--- src/rtl/core/aging_node_table_with_universe_lookup_assert.svh ---
// ---------------------------------------------------------------------------
// Assertion macros for the aging node table
// Shared concurrent checks, clocked on clk and disabled while rst is high.
// ---------------------------------------------------------------------------
`ifndef AGING_NODE_TABLE_WITH_UNIVERSE_LOOKUP_ASSERT_SVH
`define AGING_NODE_TABLE_WITH_UNIVERSE_LOOKUP_ASSERT_SVH

// Condition holds at every clock edge outside reset.
`define ANTUL_ALWAYS(lbl, cond) \
  lbl: assert property (@(posedge clk) disable iff (rst) (cond)) \
    else $error("antul: invariant violated");

// Trigger is followed by the consequence in the next cycle.
`define ANTUL_NEXT(lbl, trig, cons) \
  lbl: assert property (@(posedge clk) disable iff (rst) (trig) |=> (cons)) \
    else $error("antul: sequence violated");

`endif

--- src/rtl/core/antul_pkg.sv ---
// ---------------------------------------------------------------------------
// antul_pkg
// Types and codes shared by the node table cells and the controller.
// ---------------------------------------------------------------------------
package antul_pkg;

  localparam int UNI_W   = 15;
  localparam int PORTS_W = 3;
  localparam int UNI_N   = 4;

  localparam logic [1:0] CMD_REPLY  = 2'd0;
  localparam logic [1:0] CMD_EXPIRE = 2'd1;
  localparam logic [1:0] CMD_LOOKUP = 2'd2;

  localparam logic [2:0] ST_UPDATED  = 3'd0;
  localparam logic [2:0] ST_INSERTED = 3'd1;
  localparam logic [2:0] ST_DROPPED  = 3'd2;
  localparam logic [2:0] ST_EXPIRED  = 3'd3;
  localparam logic [2:0] ST_HIT      = 3'd4;
  localparam logic [2:0] ST_MISS     = 3'd5;

  typedef struct packed {
    logic [31:0]                 addr;
    logic [PORTS_W-1:0]          ports;
    logic [UNI_N-1:0][UNI_W-1:0] uni;
    logic [31:0]                 seen;
  } entry_t;

  typedef struct packed {
    logic step;   // advance the chain by one cell
    logic drop;   // head leaves the table, chain shortens
    logic wr_en;  // direct write at the insert index
  } cell_ctrl_t;

endpackage

--- src/rtl/core/antul_if.sv ---
// ---------------------------------------------------------------------------
// antul channel interfaces
// Command and result channels with a valid/ready transfer.
// ---------------------------------------------------------------------------
interface antul_req_if;
  logic        valid;
  logic        ready;
  logic [1:0]  cmd;
  logic [31:0] node_addr;
  logic [2:0]  active_ports;
  logic [14:0] universe_a;
  logic [14:0] universe_b;
  logic [14:0] universe_c;
  logic [14:0] universe_d;
  logic [31:0] now_ticks;
  logic [14:0] query_universe;

  modport source (output valid, cmd, node_addr, active_ports, universe_a, universe_b,
                  universe_c, universe_d, now_ticks, query_universe, input ready);
  modport sink (input valid, cmd, node_addr, active_ports, universe_a, universe_b,
                universe_c, universe_d, now_ticks, query_universe, output ready);
endinterface

interface antul_rsp_if;
  logic        valid;
  logic        ready;
  logic [2:0]  status;
  logic [31:0] found_addr;
  logic [4:0]  entries_held;
  logic [3:0]  slot;

  modport source (output valid, status, found_addr, entries_held, slot, input ready);
  modport sink (input valid, status, found_addr, entries_held, slot, output ready);
endinterface

--- src/rtl/core/antul_cell.sv ---
// ---------------------------------------------------------------------------
// antul_cell
// One table position: takes its neighbour's entry on a step, or the feed.
// ---------------------------------------------------------------------------
module antul_cell #(
  parameter int IW  = 4,
  parameter int IDX = 0
) (
  input  logic                clk,
  input  antul_pkg::cell_ctrl_t ctrl,
  input  logic [IW-1:0]       len_m1,
  input  logic [IW-1:0]       wr_idx,
  input  antul_pkg::entry_t   nbr,
  input  antul_pkg::entry_t   feed,
  output antul_pkg::entry_t   ent
);

  localparam logic [IW-1:0] MY_IDX = IW'(IDX);

  always_ff @(posedge clk) begin
    if (ctrl.wr_en && wr_idx == MY_IDX) begin
      ent <= feed;
    end else if (ctrl.step) begin
      if (MY_IDX < len_m1) begin
        ent <= nbr;
      end else if (!ctrl.drop && MY_IDX == len_m1) begin
        ent <= feed;
      end
    end
  end

endmodule

--- src/rtl/core/aging_node_table_with_universe_lookup.sv ---
// ---------------------------------------------------------------------------
// aging_node_table_with_universe_lookup
// Ordered node table held in a rotating chain of cells.
// ---------------------------------------------------------------------------
// The table lives in a row of MAX_NODES cells; cell 0 is the head. Each
// command walks the valid entries by rotating the occupied part of the row
// one cell per clock: the head is examined and fed back into the last
// occupied cell, or dropped on expiry so the row closes up in order. After
// the walk over the entry_count entries, a finishing state writes the
// result register once the output is free; an unknown command skips the
// walk. A new command is taken once the result is registered, while that
// result may still wait on the output.
// The result register holds the answer until its transfer. age_limit may
// be written only while no command is in flight.
// ---------------------------------------------------------------------------
`include "aging_node_table_with_universe_lookup_assert.svh"

module aging_node_table_with_universe_lookup #(
  parameter int MAX_NODES      = 16,
  parameter int PORTS_PER_NODE = 4
) (
  input  logic        clk,
  input  logic        rst,
  antul_req_if.sink   req,
  antul_rsp_if.source rsp,
  input  logic        cfg_we,
  input  logic [31:0] cfg_wdata
);

  localparam int IW = (MAX_NODES > 1) ? $clog2(MAX_NODES) : 1;
  localparam int CW = $clog2(MAX_NODES + 1);
  localparam logic [CW-1:0] FULL = CW'(MAX_NODES);

  localparam logic [1:0] S_IDLE = 2'd0;
  localparam logic [1:0] S_WALK = 2'd1;
  localparam logic [1:0] S_FIN  = 2'd2;

  logic [1:0]  state;
  logic [31:0] age_limit;

  // captured command
  logic [1:0]          cmd_r;
  antul_pkg::entry_t   new_ent;
  logic [14:0]         query_r;

  // walk bookkeeping
  logic [CW-1:0] count;
  logic [CW-1:0] len;
  logic [CW-1:0] remain;
  logic [IW-1:0] k;
  logic          done;
  logic [IW-1:0] hit_slot;
  logic [31:0]   hit_addr;

  // result register
  logic        rsp_valid;
  logic [2:0]  rsp_status;
  logic [31:0] rsp_found;
  logic [4:0]  rsp_held;
  logic [3:0]  rsp_slot;

  antul_pkg::entry_t     ent [MAX_NODES];
  antul_pkg::entry_t     head;
  antul_pkg::entry_t     feed;
  antul_pkg::cell_ctrl_t ctrl;
  logic [IW-1:0]         len_m1;
  logic [IW-1:0]         wr_idx;

  logic [2:0]  ports_sat;
  logic        walking;
  logic        addr_match;
  logic        uni_hit;
  logic        keep;
  logic [31:0] age;
  logic        rsp_free;
  logic        accept;
  logic [IW+3:0] k_wide;
  logic [IW+3:0] cnt_slot_wide;
  logic [CW+4:0] held_wide;
  logic [CW-1:0] count_fin;

  assign head     = ent[0];
  assign rsp_free = !rsp_valid || rsp.ready;
  assign accept   = req.valid && req.ready;
  assign req.ready = (state == S_IDLE);
  assign walking  = (state == S_WALK) && (remain != '0);

  assign ports_sat = (req.active_ports > 3'(PORTS_PER_NODE)) ?
                     3'(PORTS_PER_NODE) : req.active_ports;

  assign addr_match = !done && (head.addr == new_ent.addr);
  assign age        = new_ent.seen - head.seen;
  assign keep       = (age <= age_limit);

  always_comb begin
    uni_hit = 1'b0;
    for (int p = 0; p < antul_pkg::UNI_N; p++) begin
      if (p < PORTS_PER_NODE && 3'(p) < head.ports && head.uni[p] == query_r) begin
        uni_hit = 1'b1;
      end
    end
  end

  // chain control: rotate while walking, write directly on insert
  always_comb begin
    ctrl.step  = walking;
    ctrl.drop  = walking && (cmd_r == antul_pkg::CMD_EXPIRE) && !keep;
    ctrl.wr_en = (state == S_FIN) && rsp_free && (cmd_r == antul_pkg::CMD_REPLY) &&
                 !done && (count != FULL);
    feed       = head;
    if (state == S_FIN || (cmd_r == antul_pkg::CMD_REPLY && addr_match)) begin
      feed = new_ent;
    end
  end

  assign len_m1 = IW'(len - 1'b1);
  assign wr_idx = IW'(count);

  genvar gi;
  generate
    for (gi = 0; gi < MAX_NODES; gi++) begin : g_cell
      antul_pkg::entry_t nbr;
      if (gi == MAX_NODES - 1) begin : g_last
        assign nbr = feed;
      end else begin : g_mid
        assign nbr = ent[gi+1];
      end
      antul_cell #(.IW(IW), .IDX(gi)) u_cell (
        .clk    (clk),
        .ctrl   (ctrl),
        .len_m1 (len_m1),
        .wr_idx (wr_idx),
        .nbr    (nbr),
        .feed   (feed),
        .ent    (ent[gi])
      );
    end
  endgenerate

  assign k_wide        = {4'b0, hit_slot};
  assign cnt_slot_wide = {4'b0, wr_idx};

  always_comb begin
    count_fin = count;
    if (cmd_r == antul_pkg::CMD_EXPIRE) begin
      count_fin = len;
    end else if (cmd_r == antul_pkg::CMD_REPLY && !done && count != FULL) begin
      count_fin = count + 1'b1;
    end
  end
  assign held_wide = {5'b0, count_fin};

  // configuration
  always_ff @(posedge clk) begin
    if (rst) begin
      age_limit <= 32'd10000;
    end else if (cfg_we) begin
      age_limit <= cfg_wdata;
    end
  end

  // sequencer
  always_ff @(posedge clk) begin
    if (rst) begin
      state     <= S_IDLE;
      count     <= '0;
      rsp_valid <= 1'b0;
    end else begin
      // raise on a finished command, drop once the result transfers
      if (state == S_FIN && rsp_free) begin
        rsp_valid <= 1'b1;
      end else if (rsp.ready) begin
        rsp_valid <= 1'b0;
      end
      unique case (state)
        S_IDLE: begin
          if (accept) begin
            state <= S_WALK;
          end
        end
        S_WALK: begin
          if (remain == '0) begin
            state <= S_FIN;
          end
        end
        S_FIN: begin
          if (rsp_free) begin
            count     <= count_fin;
            state     <= S_IDLE;
          end
        end
        default: begin
          state <= S_IDLE;
        end
      endcase
    end
  end

  // walk data path
  always_ff @(posedge clk) begin
    if (accept) begin
      cmd_r          <= req.cmd;
      new_ent.addr   <= req.node_addr;
      new_ent.ports  <= ports_sat;
      new_ent.uni    <= {req.universe_d, req.universe_c, req.universe_b, req.universe_a};
      new_ent.seen   <= req.now_ticks;
      query_r        <= req.query_universe;
      len            <= count;
      k              <= '0;
      done           <= 1'b0;
      hit_slot       <= '0;
      hit_addr       <= '0;
      // unknown command: skip the walk
      remain <= (req.cmd == antul_pkg::CMD_REPLY || req.cmd == antul_pkg::CMD_EXPIRE ||
                 req.cmd == antul_pkg::CMD_LOOKUP) ? count : '0;
    end else if (walking) begin
      remain <= remain - 1'b1;
      k      <= k + 1'b1;
      if (ctrl.drop) begin
        len <= len - 1'b1;
      end
      if (cmd_r == antul_pkg::CMD_REPLY && addr_match) begin
        done     <= 1'b1;
        hit_slot <= k;
      end
      if (cmd_r == antul_pkg::CMD_LOOKUP && !done && uni_hit) begin
        done     <= 1'b1;
        hit_slot <= k;
        hit_addr <= head.addr;
      end
    end
  end

  // result register
  always_ff @(posedge clk) begin
    if (state == S_FIN && rsp_free) begin
      rsp_held <= held_wide[4:0];
      unique case (cmd_r)
        antul_pkg::CMD_REPLY: begin
          rsp_found <= '0;
          if (done) begin
            rsp_status <= antul_pkg::ST_UPDATED;
            rsp_slot   <= k_wide[3:0];
          end else if (count != FULL) begin
            rsp_status <= antul_pkg::ST_INSERTED;
            rsp_slot   <= cnt_slot_wide[3:0];
          end else begin
            rsp_status <= antul_pkg::ST_DROPPED;
            rsp_slot   <= '0;
          end
        end
        antul_pkg::CMD_EXPIRE: begin
          rsp_status <= antul_pkg::ST_EXPIRED;
          rsp_found  <= '0;
          rsp_slot   <= '0;
        end
        antul_pkg::CMD_LOOKUP: begin
          rsp_status <= done ? antul_pkg::ST_HIT : antul_pkg::ST_MISS;
          rsp_found  <= hit_addr;
          rsp_slot   <= k_wide[3:0];
        end
        default: begin
          rsp_status <= antul_pkg::ST_MISS;
          rsp_found  <= '0;
          rsp_slot   <= '0;
        end
      endcase
    end
  end

  assign rsp.valid        = rsp_valid;
  assign rsp.status       = rsp_status;
  assign rsp.found_addr   = rsp_found;
  assign rsp.entries_held = rsp_held;
  assign rsp.slot         = rsp_slot;

  // checks
  `ANTUL_ALWAYS(a_count_bound, count <= FULL)
  `ANTUL_ALWAYS(a_len_bound, state == S_IDLE || len <= count)
  `ANTUL_NEXT(a_accept_starts, accept, state == S_WALK)
  `ANTUL_NEXT(a_fin_emits, state == S_FIN && rsp_free, rsp_valid && state == S_IDLE)

endmodule

--- src/flat_wrapper.sv ---
// flat-port wrapper written by rule: the top's interface ports become plain ports
module aging_node_table_with_universe_lookup_flat 
#(
  parameter int MAX_NODES      = 16,
  parameter int PORTS_PER_NODE = 4
)
  (clk, rst, cfg_we, cfg_wdata, req_valid, req_cmd, req_node_addr, req_active_ports, req_universe_a, req_universe_b, req_universe_c, req_universe_d, req_now_ticks, req_query_universe, req_ready, rsp_valid, rsp_status, rsp_found_addr, rsp_entries_held, rsp_slot, rsp_ready);
  antul_req_if req_i ();
  antul_rsp_if rsp_i ();
  input  logic clk;
  input  logic rst;
  input  logic cfg_we;
  input  logic [31:0] cfg_wdata;
  input wire logic [$bits(req_i.valid)-1:0] req_valid;
  input wire logic [$bits(req_i.cmd)-1:0] req_cmd;
  input wire logic [$bits(req_i.node_addr)-1:0] req_node_addr;
  input wire logic [$bits(req_i.active_ports)-1:0] req_active_ports;
  input wire logic [$bits(req_i.universe_a)-1:0] req_universe_a;
  input wire logic [$bits(req_i.universe_b)-1:0] req_universe_b;
  input wire logic [$bits(req_i.universe_c)-1:0] req_universe_c;
  input wire logic [$bits(req_i.universe_d)-1:0] req_universe_d;
  input wire logic [$bits(req_i.now_ticks)-1:0] req_now_ticks;
  input wire logic [$bits(req_i.query_universe)-1:0] req_query_universe;
  output wire logic [$bits(req_i.ready)-1:0] req_ready;
  output wire logic [$bits(rsp_i.valid)-1:0] rsp_valid;
  output wire logic [$bits(rsp_i.status)-1:0] rsp_status;
  output wire logic [$bits(rsp_i.found_addr)-1:0] rsp_found_addr;
  output wire logic [$bits(rsp_i.entries_held)-1:0] rsp_entries_held;
  output wire logic [$bits(rsp_i.slot)-1:0] rsp_slot;
  input wire logic [$bits(rsp_i.ready)-1:0] rsp_ready;
  assign req_i.valid = req_valid;
  assign req_i.cmd = req_cmd;
  assign req_i.node_addr = req_node_addr;
  assign req_i.active_ports = req_active_ports;
  assign req_i.universe_a = req_universe_a;
  assign req_i.universe_b = req_universe_b;
  assign req_i.universe_c = req_universe_c;
  assign req_i.universe_d = req_universe_d;
  assign req_i.now_ticks = req_now_ticks;
  assign req_i.query_universe = req_query_universe;
  assign req_ready = req_i.ready;
  assign rsp_valid = rsp_i.valid;
  assign rsp_status = rsp_i.status;
  assign rsp_found_addr = rsp_i.found_addr;
  assign rsp_entries_held = rsp_i.entries_held;
  assign rsp_slot = rsp_i.slot;
  assign rsp_i.ready = rsp_ready;
  aging_node_table_with_universe_lookup #(.MAX_NODES(MAX_NODES), .PORTS_PER_NODE(PORTS_PER_NODE)) u_core (.clk(clk), .rst(rst), .req(req_i), .rsp(rsp_i), .cfg_we(cfg_we), .cfg_wdata(cfg_wdata));
endmodule
--- config.mk ---
export PLATFORM = sky130hd
export DESIGN_NAME = aging_node_table_with_universe_lookup_flat
export DESIGN_NICKNAME = d
export VERILOG_FILES = /design/src/rtl/core/antul_pkg.sv /design/src/rtl/core/antul_if.sv /design/src/rtl/core/antul_cell.sv /design/src/rtl/core/aging_node_table_with_universe_lookup.sv /design/src/flat_wrapper.sv
export VERILOG_INCLUDE_DIRS = /design/src /design/src/rtl/core
export SDC_FILE = /design/constraint.sdc
export NUM_CORES = 2
export LEC_CHECK = 0
export BUFFER_PORTS_ARGS = -buffer_cell sky130_fd_sc_hd__buf_2
export CAP_MARGIN = 20
export CORE_MARGIN = 2
export CORE_UTILIZATION = 29
export CTS_CLUSTER_SIZE = 20
export DETAILED_ROUTE_END_ITERATION = 7
export PLACE_DENSITY_LB_ADDON = 0.15
export RECOVER_POWER = 50
export SLEW_MARGIN = 15
export SYNTH_ARGS = -nofsm -noshare
export SYNTH_HDL_FRONTEND = slang
export SYNTH_SLANG_ARGS = --single-unit
--- constraint.sdc ---
create_clock -name clk -period 15.3 [get_ports clk]
set_input_delay 1.53 -clock clk [delete_from_list [all_inputs] [get_ports clk]]
set_output_delay 1.53 -clock clk [all_outputs]
set_load 0.01 [all_outputs]
==> summary.txt <==
Synth
  – YS warnings: 0
  – Area share of xor/xnor cells in the synthesized design: roughly 1.2%
  – Net Count, Synth: around 8000
  – Yosys reg bits: about 2300
  – Largest family of logic cells by synthesized area: compound AO/OA/AOI/OAI gates
  – Synth Flop Type: edfxtp_1
  – Mapped Area: a little under 100000 µm²
  – Mux cell area share after synthesis: under 10%
  – FFs w/ async S/R, synth: 0%
  – Synth unique cells: 56
  – Mapped Cells: about 7900
  – Sequential fraction of the synthesis area: between 70% and 80%
  – Synth Area in Adders: less than 1%
  – Synth Area in Compound Gates: 11.1%
  – Simple-Gate Fraction of Synth Area: under 10%
  – Number of synthesized flops with an enable pin: approximately 2200
  – Syn Area/Cell: ~12 µm²

Final layout
  – FF/Latch Area: a little under 70000 µm²
  – Final Net Count: between 8000 and 9000
  – Fillcell total: ~33000
  – Multi-input gate area: approximately 24000 µm²
  – Layout area overhead: 13.9%
  – Share of layout cells above drive strength 1: 8.41%
  – Design area: roughly 110000 µm²

Critical path
  – Critical Path RT: 15910 ps
  – Max FO, Critical Path: 37
  – CP Depth: 11
  – Most used cell, CP: clkbuf_1
  – Setup crit end kind: register
  – Startpoint types: register
  – Max stage delay on crit path: about 2800 ps
  – Cells along the critical path: xor2_1 > nor4_1 > clkbuf_1 > nand4_1 > nor4_1 > nor2_1 > clkbuf_1 > clkbuf_1 > clkbuf_1 > mux2i_1 > a21oi_1
  – WP buf/inv: 4
  – Crit path DAT: between 10000 and 15000 ps
  – Critical-path top delay cell: clkbuf_1
  – FF-to-FF path depth: 11
  – Setup Crit Path Kind: reg -> reg
  – Cell family with most CP delay: buffers and inverters

Placed design
  – DP Area: 102000 µm²
  – GP Congestion: about 0.76
  – Input/output buffers: between 200 and 250
  – Placement Setup Slack: 6810 ps
  – HPWL Detailed: ~160 mm

Global route
  – Initial antenna violation count: 6
  – Pin count of the biggest net entering global routing: 181
  – Total GRT Usage: roughly 16%
  – GRT overflow: 0
  – First-pass GRT wire length: around 410 mm
  – Vias in the first global route: approximately 61000

Timing
  – Slew Viols, Final: 2868
  – Fmax: around 92 MHz
  – RSZ-0062 raised after global routing: no
  – Slew HR: -364%
  – Slew @ Worst Pin: approximately 7000 ps
  – Clk_skew: roughly 52 ps
  – Total Neg Setup Slack: 0 ps
  – Min Clock Period, post-route: approximately 11000 ps
  – Final setup vio count: 0
  – Final Hold Viols: 0
  – Setup ws final: roughly 4500 ps
  – Tcrit/Tclk final: between 70% and 80%

Clock tree
  – Clk_lat worst skew: between 800 and 900 ps
  – Htree depth: 5
  – CTS buffer count: 278
  – Setup Buffers After CTS: 0
  – Max Buffers Root-to-Sink: 4
  – # resized after CTS: 0
  – Clock root buffer: clkbuf_16
  – # clock sinks: between 2000 and 2500
  – Hold buffer count at cts: 0
  – CTS tree: done
  – Clk slew on worst S/H paths: about 50 ps

Floorplan
  – Die width: just under 600 µm
  – I/O pin count: 227
  – Core ar.: 331000 µm²
  – Die Area: 337000 µm²
  – Initial Util: a little under 30%
  – # rows: around 210
  – Die height: around 580 µm

Min path
  – Hold WC Path Type: reg -> reg
  – Min-Delay Path Depth: 2

Detailed routing
  – Mean number of vias per cell: roughly 4.8
  – Top routing layer used: met4
  – Met1 WL: around 130 mm
  – Average wire per standard cell: roughly 22 µm
  – Routed Antenna Nets: 0
  – Drt drc: 0
  – DRT Wirelength: between 200 and 300 mm
  – Met3 WL post-DR: ~11 mm
  – Via count: 60400
  – Iteration-0 DRC count of the detailed router: a little over 4000
  – Wire length on met2: around 120 mm
  – DRT Pass-1 Iters: 5

Power
  – Final Power: around 18 mW
  – Worst vdd ir: 0.0000939 V
  – Leak pwr: approximately 38 nW
  – Power Density: 162 nW/µm²

Run status
  – Failing checks: capacitance limit, slew limit
  – Outcome: finished, violations left

Flow run
  – Max-Cap Viols: 96
worst paths after layout:
check	startpoint	to	slack, ps
worst max-delay path	u_core.g_cell[0].u_cell.ent[108]$_DFFE_PP_	u_core.g_cell[5].u_cell.ent[50]$_DFFE_PP_	4490
worst min register to register	u_core.hit_addr[24]$_SDFFE_PP0P_	u_core.hit_addr[24]$_SDFFE_PP0P_	490
worst max register to register	u_core.g_cell[0].u_cell.ent[108]$_DFFE_PP_	u_core.g_cell[5].u_cell.ent[50]$_DFFE_PP_	4490
worst min-delay path	u_core.hit_addr[24]$_SDFFE_PP0P_	u_core.hit_addr[24]$_SDFFE_PP0P_	490
stage by stage:
stage	std cells	utilization [%]	hold WS [ps]
floorplan	7872	-	453
global placement	12000	30.8	472
detailed placement	12000	30.9	478
CTS	12500	33.6	490
global route	12500	33.2	509
finish	12500	33.2	488
cell usage after synthesis, types with 29 or more instances:
library cell  number  area share [%]
a21oi_1         1968              10
and2_1            33            0.21
buf_1             39            0.15
buf_2             96            0.50
buf_4             40            0.31
clkbuf_1         420             1.6
dfxtp_1           81             1.7
edfxtp_1        2230              70
ha_1              74            0.96
inv_1            167            0.65
inv_2             41            0.16
mux2i_1           65            0.68
mux2i_2           86             1.2
mux2i_4           40            0.94
nand2_1           72            0.28
nand3_1           29            0.15
nand4_1           29            0.19
nor2_1          2018             7.9
o21ai_0           54            0.28
xnor2_1           61            0.55
xor2_1            72            0.65
cell type report:
type,instances,area share (%)
clock inverters,149,1.51
clock buffers,341,6.59
multi-input cells,4752,21.8
repair buffers,382,1.85
flip-flops and latches,2311,62.5
inverters,209,0.716
diodes,2,0.00456
well taps,4366,4.98
placed cells by master, fill, tap and decap left out, drive strengths merged, types with 74 or more instances in the layout:
master | netlist | layout
edfxtp | 2230 | 2230
nor2 | 2018 | 2018
buf | 180 | 213
clkinv | 1 | 109
clkbuf | 420 | 510
a21oi | 1968 | 1968
dfxtp | 81 | 81
mux2i | 191 | 191
ha | 74 | 74
inv | 208 | 218
flip-flops by register name (all words and copies together), names as in the netlist:
signal,flops
u_core.len,5
u_core.k,4
u_core.rsp.valid,1
u_core.state,2
u_core.count,5
u_core.rsp.found_addr,32
u_core.rsp.slot,4
u_core.rsp.status,3
u_core.query_r,15
u_core.g_cell.u_cell.ent,2032
u_core.done,1
u_core.cmd_r,2
u_core.hit_slot,4
u_core.hit_addr,32
u_core.age_limit,32
u_core.remain,5
u_core.rsp.entries_held,5
u_core.new_ent,127
where the power goes:
| part | internal [mW] | leakage, nW | switching, mW |
|---|---|---|---|
| Combinational | 0.842 | 12.4 | 2.14 |
| Sequential | 8.02 | 21.1 | 0.244 |
| Clock | 3.83 | 4.31 | 2.75 |
| Total | 12.7 | 37.8 | 5.14 |
worst register-to-register path, cell delays in order, from the launching register on:
cell	delay, ps
edfxtp_1	440
xor2_1	460
nor4_1	100
clkbuf_1	210
nand4_1	140
nor4_1	150
nor2_1	1030
clkbuf_1	1020
clkbuf_1	1260
clkbuf_1	2900
mux2i_1	1960
a21oi_1	850
per-layer routing:
metal  vias to the layer above  GRT usage (%)
met5                         -              0
li1                      28200              -
met2                      1259           24.5
met3                       385           1.97
met1                     30600           22.9
met4                         0           4.09
cells by family (layout without fill, tap and decap cells):
family | after synthesis | after routing
adder cells (fa/ha/maj) | 75 | 75
multiplexers | 192 | 192
buffers and inverters | 809 | 1081
AO/OA/AOI/OAI | 2094 | 2094
flip-flops | 2311 | 2311
other | 0 | 2
AND/OR/NAND/NOR | 2258 | 2258
XOR/XNOR | 133 | 133
Note: power is estimated with default switching activity, not from simulation.
